**config.mk**
```make
export PLATFORM = sky130hd
export DESIGN_NAME = light_sensor_autorange_quantizer
export DESIGN_NICKNAME = d
export VERILOG_FILES = /design/src/hdl/lsaq_pkg.sv /design/src/hdl/lsaq_rem_unit.sv /design/src/hdl/light_sensor_autorange_quantizer.sv
export VERILOG_INCLUDE_DIRS = /design/src /design/src/hdl
export SDC_FILE = /design/constraint.sdc
export NUM_CORES = 1
export LEC_CHECK = 0
export BUFFER_PORTS_ARGS = -buffer_cell sky130_fd_sc_hd__buf_2
export CORE_UTILIZATION = 60
export DETAILED_ROUTE_END_ITERATION = 8
export GPL_TIMING_DRIVEN = 0
export HOLD_SLACK_MARGIN = 0.15
export PLACE_DENSITY = 0.78
export SLEW_MARGIN = 20
export SYNTH_ARGS = -nofsm -noshare
export SYNTH_HDL_FRONTEND = slang
export SYNTH_SLANG_ARGS = --single-unit
export TNS_END_PERCENT = 5
```
**constraint.sdc**
```tcl
create_clock -name clk -period 7.7 [get_ports clk]
set_clock_uncertainty 0.1 [all_clocks]
set_input_delay 1.54 -clock clk [delete_from_list [all_inputs] [get_ports clk]]
set_output_delay 1.54 -clock clk [all_outputs]
set_load 0.05 [all_outputs]
```
**src/hdl/light_sensor_autorange_quantizer_defines.svh**
```systemverilog
// Assertion macros used by the quantizer top level.
// No dependencies; included by the files that carry assertions.
`ifndef LIGHT_SENSOR_AUTORANGE_QUANTIZER_DEFINES_SVH
`define LIGHT_SENSOR_AUTORANGE_QUANTIZER_DEFINES_SVH

// Same-cycle implication, disabled during reset.
`define LSAQ_ASSERT_NOW(label, clk, rst, ante, cons, msg) \
  label: assert property (@(posedge clk) disable iff (rst) (ante) |-> (cons)) \
    else $error(msg);

// Next-cycle implication, disabled during reset.
`define LSAQ_ASSERT_NEXT(label, clk, rst, ante, cons, msg) \
  label: assert property (@(posedge clk) disable iff (rst) (ante) |=> (cons)) \
    else $error(msg);

`endif

```
**src/hdl/lsaq_pkg.sv**
```systemverilog
// Constants, register indexes and table functions for the light sensor quantizer.
// No dependencies; imported by every module of the block.
`timescale 1ns / 1ps

package lsaq_pkg;

  localparam int RAW_W   = 16;
  localparam int SCALE_W = 10;
  localparam int GRADE_W = 2;
  localparam int MLUX_W  = 27;
  localparam int STEP_W  = 17;
  localparam int CNT_W   = $clog2(MLUX_W);
  localparam int IDX_W   = 2;

  // Number of decade levels; the step tables themselves hold seven.
  localparam int LEVELS    = 7;
  localparam int LEVEL_TOP = (LEVELS - 1 > 15) ? 15 : LEVELS - 1;
  localparam int LVL_W     = 4;

  localparam logic [MLUX_W-1:0] LOW_SWITCH  = MLUX_W'(20000);
  localparam logic [MLUX_W-1:0] HIGH_SWITCH = MLUX_W'(980000);
  localparam logic [MLUX_W-1:0] MLUX_MAX    = {MLUX_W{1'b1}};

  localparam logic [IDX_W-1:0] REG_ACCURACY   = 2'd0;
  localparam logic [IDX_W-1:0] REG_RANGE      = 2'd1;
  localparam logic [IDX_W-1:0] REG_RESOLUTION = 2'd2;

  localparam logic [GRADE_W-1:0] GRADE_HIGH   = 2'd0;
  localparam logic [GRADE_W-1:0] GRADE_MEDIUM = 2'd1;

  localparam logic [GRADE_W-1:0] GRADE_RESET = 2'd2;
  localparam logic [SCALE_W-1:0] SCALE_RESET = 10'd1;

  // Upper bound of decade level i: 100 * 10^i.
  function automatic logic [63:0] limit_of(input logic [LVL_W-1:0] i);
    logic [63:0] lim;
    case (i)
      4'd0:    lim = 64'd100;
      4'd1:    lim = 64'd1000;
      4'd2:    lim = 64'd10000;
      4'd3:    lim = 64'd100000;
      4'd4:    lim = 64'd1000000;
      4'd5:    lim = 64'd10000000;
      4'd6:    lim = 64'd100000000;
      4'd7:    lim = 64'd1000000000;
      4'd8:    lim = 64'd10000000000;
      default: lim = 64'd100000000000;
    endcase
    return lim;
  endfunction

  // First level whose bound exceeds the value, else the top level.
  function automatic logic [LVL_W-1:0] level_of(input logic [MLUX_W-1:0] v);
    logic [LVL_W-1:0] lvl;
    lvl = LVL_W'(LEVEL_TOP);
    for (int i = LEVEL_TOP - 1; i >= 0; i--) begin
      if (64'(v) < limit_of(LVL_W'(i))) lvl = LVL_W'(i);
    end
    return lvl;
  endfunction

  // Resolution step for a grade and level; grade three behaves as low.
  function automatic logic [STEP_W-1:0] step_of(input logic [GRADE_W-1:0] grade,
                                                input logic [LVL_W-1:0] lvl);
    logic [2:0]        l;
    logic [STEP_W-1:0] s;
    l = (lvl > 4'd6) ? 3'd6 : lvl[2:0];
    if (grade == GRADE_HIGH) begin
      case (l)
        3'd0:    s = 17'd1;
        3'd1:    s = 17'd10;
        3'd2:    s = 17'd10;
        3'd3:    s = 17'd50;
        3'd4:    s = 17'd100;
        3'd5:    s = 17'd500;
        default: s = 17'd1000;
      endcase
    end else if (grade == GRADE_MEDIUM) begin
      case (l)
        3'd0:    s = 17'd10;
        3'd1:    s = 17'd50;
        3'd2:    s = 17'd500;
        3'd3:    s = 17'd1000;
        3'd4:    s = 17'd2000;
        3'd5:    s = 17'd5000;
        default: s = 17'd10000;
      endcase
    end else begin
      case (l)
        3'd0:    s = 17'd20;
        3'd1:    s = 17'd100;
        3'd2:    s = 17'd2000;
        3'd3:    s = 17'd10000;
        3'd4:    s = 17'd20000;
        3'd5:    s = 17'd50000;
        default: s = 17'd100000;
      endcase
    end
    return s;
  endfunction

endpackage

```
**src/hdl/lsaq_rem_unit.sv**
```systemverilog
// Bit-serial restoring remainder unit: one dividend bit per cycle.
// Depends on lsaq_pkg for the operand widths.
`timescale 1ns / 1ps

module lsaq_rem_unit (
  input  logic                         clk,
  input  logic                         rst,
  input  logic                         start,
  input  logic [lsaq_pkg::MLUX_W-1:0]  dividend,
  input  logic [lsaq_pkg::STEP_W-1:0]  divisor,
  output logic                         done,
  output logic [lsaq_pkg::STEP_W-1:0]  rem
);
  import lsaq_pkg::*;

  logic              busy;
  logic [CNT_W-1:0]  cnt;
  logic [MLUX_W-1:0] dvd;
  logic [STEP_W:0]   trial;

  // The divisor is held stable by the caller for the whole iteration.
  assign trial = {rem, dvd[MLUX_W-1]};

  always_ff @(posedge clk) begin
    if (rst) begin
      busy <= 1'b0;
      done <= 1'b0;
      cnt  <= '0;
    end else begin
      done <= 1'b0;
      if (start) begin
        busy <= 1'b1;
        cnt  <= '0;
        dvd  <= dividend;
        rem  <= '0;
      end else if (busy) begin
        dvd <= {dvd[MLUX_W-2:0], 1'b0};
        if (trial >= {1'b0, divisor}) begin
          rem <= STEP_W'(trial - {1'b0, divisor});
        end else begin
          rem <= trial[STEP_W-1:0];
        end
        if (cnt == CNT_W'(MLUX_W - 1)) begin
          busy <= 1'b0;
          done <= 1'b1;
        end else begin
          cnt <= cnt + 1'b1;
        end
      end
    end
  end

endmodule

```
**src/hdl/light_sensor_autorange_quantizer.sv**
```systemverilog
// Top level of the light sensor auto-ranging quantizer.
// Depends on lsaq_pkg, lsaq_rem_unit and the assertion macro header.
//
//   channel  | handshake                    | payload
//   ---------+------------------------------+---------------------------------------
//   sample   | sample_valid / sample_stall  | raw_count
//   result   | result_valid / result_stall  | mode_switched, gain_mode,
//            |                              | report_valid, reported_mlux
//   config   | cfg_write                    | cfg_index, cfg_data
//
// An item whose converted value changed passes from acceptance through ST_MUL, ST_DECIDE,
// ST_DIV with the bit-serial remainder unit, ST_ROUND and ST_PUSH to the result register.
// An item that switches the mode or repeats the last converted value skips to ST_PUSH.
// One item is in work at a time; a waiting result does not block acceptance.
// Synchronous reset clears the sequencer, the gain mode, the held values and
// restores the configuration registers. A stalled result holds its payload.
`timescale 1ns / 1ps
`include "light_sensor_autorange_quantizer_defines.svh"

module light_sensor_autorange_quantizer (
  input  logic                          clk,
  input  logic                          rst,
  input  logic                          cfg_write,
  input  logic [lsaq_pkg::IDX_W-1:0]    cfg_index,
  input  logic [lsaq_pkg::SCALE_W-1:0]  cfg_data,
  input  logic                          sample_valid,
  output logic                          sample_stall,
  input  logic [lsaq_pkg::RAW_W-1:0]    raw_count,
  output logic                          result_valid,
  input  logic                          result_stall,
  output logic                          mode_switched,
  output logic                          gain_mode,
  output logic                          report_valid,
  output logic [lsaq_pkg::MLUX_W-1:0]   reported_mlux
);
  import lsaq_pkg::*;

  typedef enum logic [2:0] {
    ST_IDLE,
    ST_MUL,
    ST_DECIDE,
    ST_DIV,
    ST_ROUND,
    ST_PUSH
  } state_t;

  state_t state;

  logic [GRADE_W-1:0] accuracy_grade;
  logic [SCALE_W-1:0] range_scale;
  logic [SCALE_W-1:0] resolution_scale;

  logic               gain_mode_reg;
  logic [MLUX_W-1:0]  last_converted;
  logic [MLUX_W-1:0]  last_reported;

  logic [RAW_W-1:0]   raw;
  logic [MLUX_W-1:0]  value;
  logic [STEP_W-1:0]  step;
  logic               switch_pend;
  logic               report_pend;

  logic               do_switch;
  logic               rem_start;
  logic               rem_done;
  logic [STEP_W-1:0]  rem;
  logic [SCALE_W-1:0] scale;
  logic [MLUX_W:0]    rounded;
  logic [MLUX_W-1:0]  rounded_sat;
  logic               slot_free;

  // Configuration registers.
  always_ff @(posedge clk) begin
    if (rst) begin
      accuracy_grade   <= GRADE_RESET;
      range_scale      <= SCALE_RESET;
      resolution_scale <= SCALE_RESET;
    end else if (cfg_write) begin
      case (cfg_index)
        REG_ACCURACY:   accuracy_grade   <= cfg_data[GRADE_W-1:0];
        REG_RANGE:      range_scale      <= cfg_data;
        REG_RESOLUTION: resolution_scale <= cfg_data;
        default: ;
      endcase
    end
  end

  assign sample_stall = (state != ST_IDLE);
  assign slot_free    = !result_valid || !result_stall;
  assign scale        = gain_mode_reg ? resolution_scale : range_scale;

  assign do_switch = (!gain_mode_reg && (value < LOW_SWITCH)) ||
                     (gain_mode_reg && (value > HIGH_SWITCH));
  assign rem_start = (state == ST_DECIDE) && !do_switch && (value != last_converted);

  // Round half-down to the step: round up only when the remainder exceeds half a step.
  always_comb begin
    rounded = {1'b0, value} - (MLUX_W + 1)'(rem);
    if (rem > (step >> 1)) rounded = rounded + (MLUX_W + 1)'(step);
    rounded_sat = rounded[MLUX_W] ? MLUX_MAX : rounded[MLUX_W-1:0];
  end

  lsaq_rem_unit u_rem (
    .clk      (clk),
    .rst      (rst),
    .start    (rem_start),
    .dividend (value),
    .divisor  (step),
    .done     (rem_done),
    .rem      (rem)
  );

  always_ff @(posedge clk) begin
    if (rst) begin
      state          <= ST_IDLE;
      gain_mode_reg  <= 1'b0;
      last_converted <= '0;
      last_reported  <= '0;
      result_valid   <= 1'b0;
    end else begin
      if (state == ST_PUSH && slot_free) begin
        result_valid <= 1'b1;
      end else if (result_valid && !result_stall) begin
        result_valid <= 1'b0;
      end
      case (state)
        ST_IDLE: begin
          if (sample_valid) begin
            raw   <= raw_count;
            state <= ST_MUL;
          end
        end
        ST_MUL: begin
          value <= MLUX_W'(raw * scale);
          state <= ST_DECIDE;
        end
        ST_DECIDE: begin
          report_pend <= 1'b0;
          switch_pend <= do_switch;
          if (do_switch) begin
            gain_mode_reg <= !gain_mode_reg;
            state         <= ST_PUSH;
          end else if (value == last_converted) begin
            state <= ST_PUSH;
          end else begin
            last_converted <= value;
            step           <= step_of(accuracy_grade, level_of(value));
            state          <= ST_DIV;
          end
        end
        ST_DIV: begin
          if (rem_done) state <= ST_ROUND;
        end
        ST_ROUND: begin
          report_pend   <= (rounded_sat != last_reported);
          last_reported <= rounded_sat;
          state         <= ST_PUSH;
        end
        ST_PUSH: begin
          if (slot_free) begin
            mode_switched <= switch_pend;
            gain_mode     <= gain_mode_reg;
            report_valid  <= report_pend;
            reported_mlux <= last_reported;
            state         <= ST_IDLE;
          end
        end
        default: state <= ST_IDLE;
      endcase
    end
  end

  `LSAQ_ASSERT_NOW(a_report_excl_switch, clk, rst, result_valid && report_valid, !mode_switched, "report and mode switch in one item")
  `LSAQ_ASSERT_NOW(a_done_in_div, clk, rst, rem_done, state == ST_DIV, "remainder finished outside the division state")
  `LSAQ_ASSERT_NOW(a_rem_below_step, clk, rst, rem_done, rem < step, "remainder not below the step")
  `LSAQ_ASSERT_NEXT(a_accept_starts, clk, rst, sample_valid && !sample_stall, state == ST_MUL, "accepted item did not start the sequence")

endmodule
```
==> reports/metrics.cfg, run 1 <==
[worst_setup_path]
rr_startpoint = gain_mode_reg
start_kind = register
crit_path_frequent_cell = fa_1
cp_top_family = adder cells
crit_start = gain_mode_reg
max_stage_delay_ps = 550
path_depth = 26
cp_max_fo = 10
r2r_slack_ps = 240
endpoint = value[25]
cp_num_buf_inv = 6
critPathRequiredTime_ps = 7860
r2r-end = value[25]
critPathCaptureType = register
critPathKind = register to register
cpMaxStageDelayCell = fa_1
reg2reg_depth = 26
cp.arrival_ps = 7620

[sta]
setup_violations = 0
fin_crit_ps = 7460
hold_viol = 0
worst_pin_slew_ps = 1030
holdWs_ps = 324
max_slew_margin_pct = 31.0
timing.final.crit_share_pct = 96.9
timing.fmax_mhz = 134
drv_slew = 0
fin_ws_ps = 240

[die]
die_y_um = 176
pin_count = 65
core-area_um2 = 29600
start_util_pct = 60.9
die_w_um = 176
rows = 63
die-area_um2 = 30800

[clock_network]
cts.clk_slew.worst_paths_ps = 60
insertion_delay_ps = 540
clockBufferDepth = 3
hold_buffers = 0
cts_tree = yes
cts_sinks = 222
cts_root_buf = clkbuf_16
numCtsBuffers = 25
cts-htree-levels = 1

[route]
drcViolationCount = 0
dr.pass1.iters = 6
vias_per_cell = 5.93
post_drt_wl_per_cell_um = 18.4
vias = 14407
drt_iter0_markers = 1081
wl_mm = 44.6
antenna_left = 0

[hold_path]
hp-class = register to register

[power_and_ir_drop]
power.density_nw_per_um2 = 188
p_leak_nw = 8.47
ir_drop_mv = 0.196

[final_layout]
drive_gt1_share_pct = 8.87
syn_to_final_growth_pct = 9.21
layout.nets = 2293
top_regs = last_reported x27, reported_mlux x27, u_rem.dvd x27
antenna_cells = 0

[synthesis]
synth_warnings = 0
ys_seq_elements = 222
syn_avg_cell_area_um2 = 9.37
synth_edf_count = 135
yosysSeqAreaShare_pct = 32.1
ys_async_sr_fraction_pct = 0
postSynthNetCount = 2199
synth_ff_type = edfxtp_1
syn_inst = 1928
synth_cell_types = 87
syn-cell-area_um2 = 18100

[run_status]
status = complete, no violations

[place]
dp_hpwl_mm = 35.1
io_buffers = 63
place_ws_ps = -364
gp_congestion = 0.963

[global_routing]
grt_pass1_wl_mm = 72.2
grt_use_total_pct = 29.5
grt_max_degree = 28
antenna_found_initial = 0
grt_pass1_vias = 14247
overflow = 0

[run]
drv_cap = 0

Yosys cell counts, types with 18 or more instances:
library cell / count / area [µm²]
clkbuf_1: 63 / 236
dfxtp_1: 87 / 1740
mux2i_1: 46 / 460
xor2_1: 34 / 298
a21o_1: 25 / 188
a21oi_1: 98 / 490
nand3_1: 30 / 150
and2_1: 93 / 582
o21ai_0: 53 / 265
nor3_1: 43 / 215
nand4_1: 19 / 119
nand2_1: 181 / 679
edfxtp_1: 135 / 4050
nor2_1: 179 / 672
xnor2_1: 84 / 736
fa_1: 113 / 2260
inv_1: 188 / 706
ha_1: 125 / 1560
a311oi_1: 18 / 158
a211oi_1: 20 / 150
buf_1: 18 / 67.6
mux2_2: 27 / 304
worst min-delay path by stage:
| stage | depth (start not counted) | to | from | slack (ps) |
|---|---|---|---|---|
| floorplan | 0 | mode_switched | switch_pend | 300 |
| global placement | 0 | mode_switched | switch_pend | 310 |
| detailed placement | 0 | mode_switched | switch_pend | 320 |
| CTS | 0 | report_valid | report_pend | 330 |
| global route | 0 | mode_switched | switch_pend | 340 |
| finish | 0 | report_valid | report_pend | 320 |
cells in the final DEF (no fill, tap or decap), types with 7 or more instances in the layout:
master / count
a211oi_1: 20
a21boi_0: 7
a21o_1: 25
a21oi_1: 98
a311oi_1: 18
a31oi_1: 11
and2_1: 93
and3_1: 7
buf_1: 17
buf_2: 78
clkbuf_1: 65
clkbuf_16: 25
dfxtp_1: 87
edfxtp_1: 135
fa_1: 113
ha_1: 125
inv_1: 188
mux2_1: 12
mux2_2: 27
mux2i_1: 46
nand2_1: 181
nand2b_1: 8
nand3_1: 30
nand4_1: 19
nor2_1: 178
nor2b_1: 12
nor3_1: 42
nor4_1: 13
o211ai_1: 14
o21a_1: 10
o21ai_0: 53
o21bai_1: 10
o22ai_1: 7
or3_1: 8
xnor2_1: 84
xor2_1: 34
kinds of logic after synthesis:
| group | count (synthesis) | synth area share, % |
|---|---|---|
| XOR/XNOR | 118 | 5.72 |
| AO/OA/AOI/OAI | 340 | 12.7 |
| multiplexers | 85 | 4.98 |
| buffers and inverters | 287 | 6.17 |
| flip-flops | 222 | 32.1 |
| AND/OR/NAND/NOR | 638 | 17.1 |
| adder cells (fa/ha/maj) | 238 | 21.2 |
worst reg2reg max path, cell delays in order, from the launching register on:
cell       delay [ps]
dfxtp_1           500
clkbuf_4          310
mux2_2            470
clkbuf_1          280
and2_1            250
fa_1              480
inv_1              50
fa_1              470
inv_1              60
fa_1              510
fa_1              550
inv_1              50
fa_1              520
inv_1              40
ha_1              370
nand2_1            70
o21ai_0           180
a31oi_1           120
a2111oi_2         420
nor2_1            110
a211o_1           310
o21ai_0           300
nor4_1            100
nor3_2            230
a21o_1            150
a21oi_1            70
xnor2_1           130
report_power, final:
part | leakage, nW | switching (W) | internal [W]
Sequential | 1.96 | 0.0000378 | 0.00134
Combinational | 6.12 | 0.000722 | 0.000471
Clock | 0.384 | 0.000489 | 0.000652
layer usage:
metal  wire [µm]  vias up  global-route usage [%]
met5           0        -                       0
met4        1860        0                    12.8
met3        2140      114                    2.71
met2       22200      491                    51.9
met1       18400     6958                    37.1
li1            -     6844                       -
per-stage QoR:
stage | instances | instance area [µm²] | utilization [%] | power (W) | TNS [ps]
after floorplan | 1928 | 18100 | - | 0.00229 | 0
after global placement | 2381 | 18900 | 63.6 | 0.00254 | -279
after detailed placement | 2388 | 18900 | 63.9 | 0.00257 | -472
after CTS | 2433 | 19700 | 66.5 | 0.00371 | 0
after global routing | 2430 | 19700 | 66.5 | 0.00391 | -4.41
final | 2430 | 19700 | 66.5 | 0.00371 | 0
cell type report:
cell class,count,area [µm²]
multi-input cells,1419,11200
repair buffers,70,377
plain buffers,94,394
well taps,390,488
clock buffers,32,672
flip-flops and latches,222,5800
fillers,2397,9910
inverters,190,713
clock inverters,13,101
repair_timing:
action | CTS | global route
pin swaps | 0 | 0
setup buffers | 0 | 0
endpoints found under the setup margin | 2 | 2
hold endpoints to repair | 0 | 0
resized for setup | 2 | 3
Note: power is estimated with default switching activity, not from simulation.
==> run 2, diff against run 1 <==
PLACE_DENSITY = 0.84   (was 0.78)
SLEW_MARGIN = default   (was 20)
==> reports/metrics.cfg, run 2 (same netlist as run 1, synthesis figures left out) <==
[die]
rows = 63
die_y_um = 176
start_util_pct = 60.9
die_w_um = 176
pin_count = 65
core-area_um2 = 29600
die-area_um2 = 30800

[global_routing]
grt_max_degree = 25
grt_pass1_vias = 14221
antenna_found_initial = 0
grt_use_total_pct = 29.3
grt_pass1_wl_mm = 71.6
overflow = 0

[clock_network]
insertion_delay_ps = 540
numCtsBuffers = 25
cts.clk_slew.worst_paths_ps = 60
cts_sinks = 222
clockBufferDepth = 3
cts_tree = yes
hold_buffers = 0
cts_root_buf = clkbuf_16
cts-htree-levels = 1

[sta]
timing.fmax_mhz = 136
fin_tns_setup_ps = 0
setup_violations = 0
fin_crit_ps = 7370
timing.final.crit_share_pct = 95.7
fin_ws_ps = 331
drv_slew = 0
max_slew_margin_pct = 6.45
hold_viol = 0
worst_pin_slew_ps = 1400

[final_layout]
syn_to_final_growth_pct = 9.39
layout_commonest_cell = inv_1
top_regs = last_reported x27, reported_mlux x27, u_rem.dvd x27
instances_no_fill = 2427
drive_gt1_share_pct = 8.89
antenna_cells = 0
fin_util_pct = 66.7
layout.nets = 2289
final_cell_mix = inv_1 (188), nand2_1 (181), nor2_1 (178)

[route]
drcViolationCount = 0
drt_iter0_markers = 1466
antenna_left = 0
vias = 14593
post_drt_wl_per_cell_um = 18.6
dr.pass1.iters = 6
wl_mm = 45.1
vias_per_cell = 6.01

[place]
place_ws_ps = -554
dp_hpwl_mm = 34.7
dp_cells = 2386
gp_congestion = 0.989
io_buffers = 63

[worst_setup_path]
rr_startpoint = gain_mode_reg
r2r-end = value[25]
reg2reg_depth = 25
cp_max_fo = 10
critPathKind = register to register
cp.arrival_ps = 7530
critPathCaptureType = register
start_kind = register
crit_start = gain_mode_reg
max_stage_delay_ps = 550
critPathRequiredTime_ps = 7860
r2r_slack_ps = 330
crit_path_frequent_cell = fa_1
cpMaxStageDelayCell = fa_1

[power_and_ir_drop]
p_leak_nw = 8.46
swShare_pct = 34.1
p_clk_share_pct = 30.9
seq_power_share_pct = 36.9
p_sw_w = 0.00127
pwr-share-comb_pct = 32.2
power.density_nw_per_um2 = 189
ir_drop_mv = 0.172
intPower_w = 0.00246

[hold_path]
worstHoldEndpoint = mode_switched
min_from = switch_pend
hp-class = register to register
whs_path_depth = 0

[run]
drv_cap = 0

[run_status]
status = complete, no violations

[run 2: cell count changes in the layout (fill, tap and decap cells not counted), moves of 2 or more]
cell / before / now
clkbuf_1: 65 / 60
inv_4: 3 / 1
buf_2: 78 / 75
clkinv_4: 0 / 6
clkinv_2: 4 / 2
[run 2: how the worst max path moves through the flow]
stage           endpoint  slack (ps)  cells after the start
2_1_floorplan  value[25]         880                     25
3_3_place_gp   value[25]        -250                     26
3_5_place_dp   value[25]        -550                     27
4_1_cts        value[25]         150                     25
5_1_grt        value[25]         -50                     26
6_report       value[25]         330                     25
[run 2: timing repair]
| action | 4_1_cts | 5_1_grt |
|---|---|---|
| buffers inserted | 0 | 0 |
| resized for setup | 3 | 4 |
| setup endpoints to repair | 2 | 2 |
[run 2: layout make-up]
type	count	area, µm²
Multi-Input combinational cell	1419	11200
Fill cell	2324	9880
Sequential cell	222	5800
Inverter	190	713
Clock buffer	31	699
Tap cell	390	488
Buffer	92	387
Timing Repair Buffer	68	380
Clock inverter	15	104
[run 2: routing by layer]
metal	share of wire, %	up-vias	GRT usage [%]
met2	48	615	50.6
met4	4.8	0	13.8
met1	40	7020	36.5
met3	6.8	138	3.70
li1	-	6820	-
met5	0	-	0
[run 2: worst max-delay path, delay by kind of cell (launching register included)]
family | cells | cell delay, ps
XOR/XNOR | 1 | 150
flip-flops | 1 | 410
multiplexers | 1 | 450
adder cells (fa/ha/maj) | 6 | 2890
buffers and inverters | 6 | 690
AND/OR/NAND/NOR | 5 | 890
AO/OA/AOI/OAI | 6 | 1510
[run 2: power by group through the flow]
stage	clock, W	sequential [W]	combinational (W)
global placement	0	0.00140	0.00113
CTS	0.00116	0.00138	0.00118
detailed placement	0	0.00140	0.00117
global route	0.00120	0.00138	0.00133
floorplan	0	0.00138	0.000909
finish	0.00115	0.00138	0.00120
[run 2: stage by stage]
step / cell area (µm²) / hold slack (ps) / power, W
2_1_floorplan: 18100 / 300 / 0.00229
3_3_place_gp: 18900 / 302 / 0.00253
3_5_place_dp: 18900 / 321 / 0.00257
4_1_cts: 19800 / 335 / 0.00372
5_1_grt: 19800 / 340 / 0.00391
6_report: 19800 / 334 / 0.00373
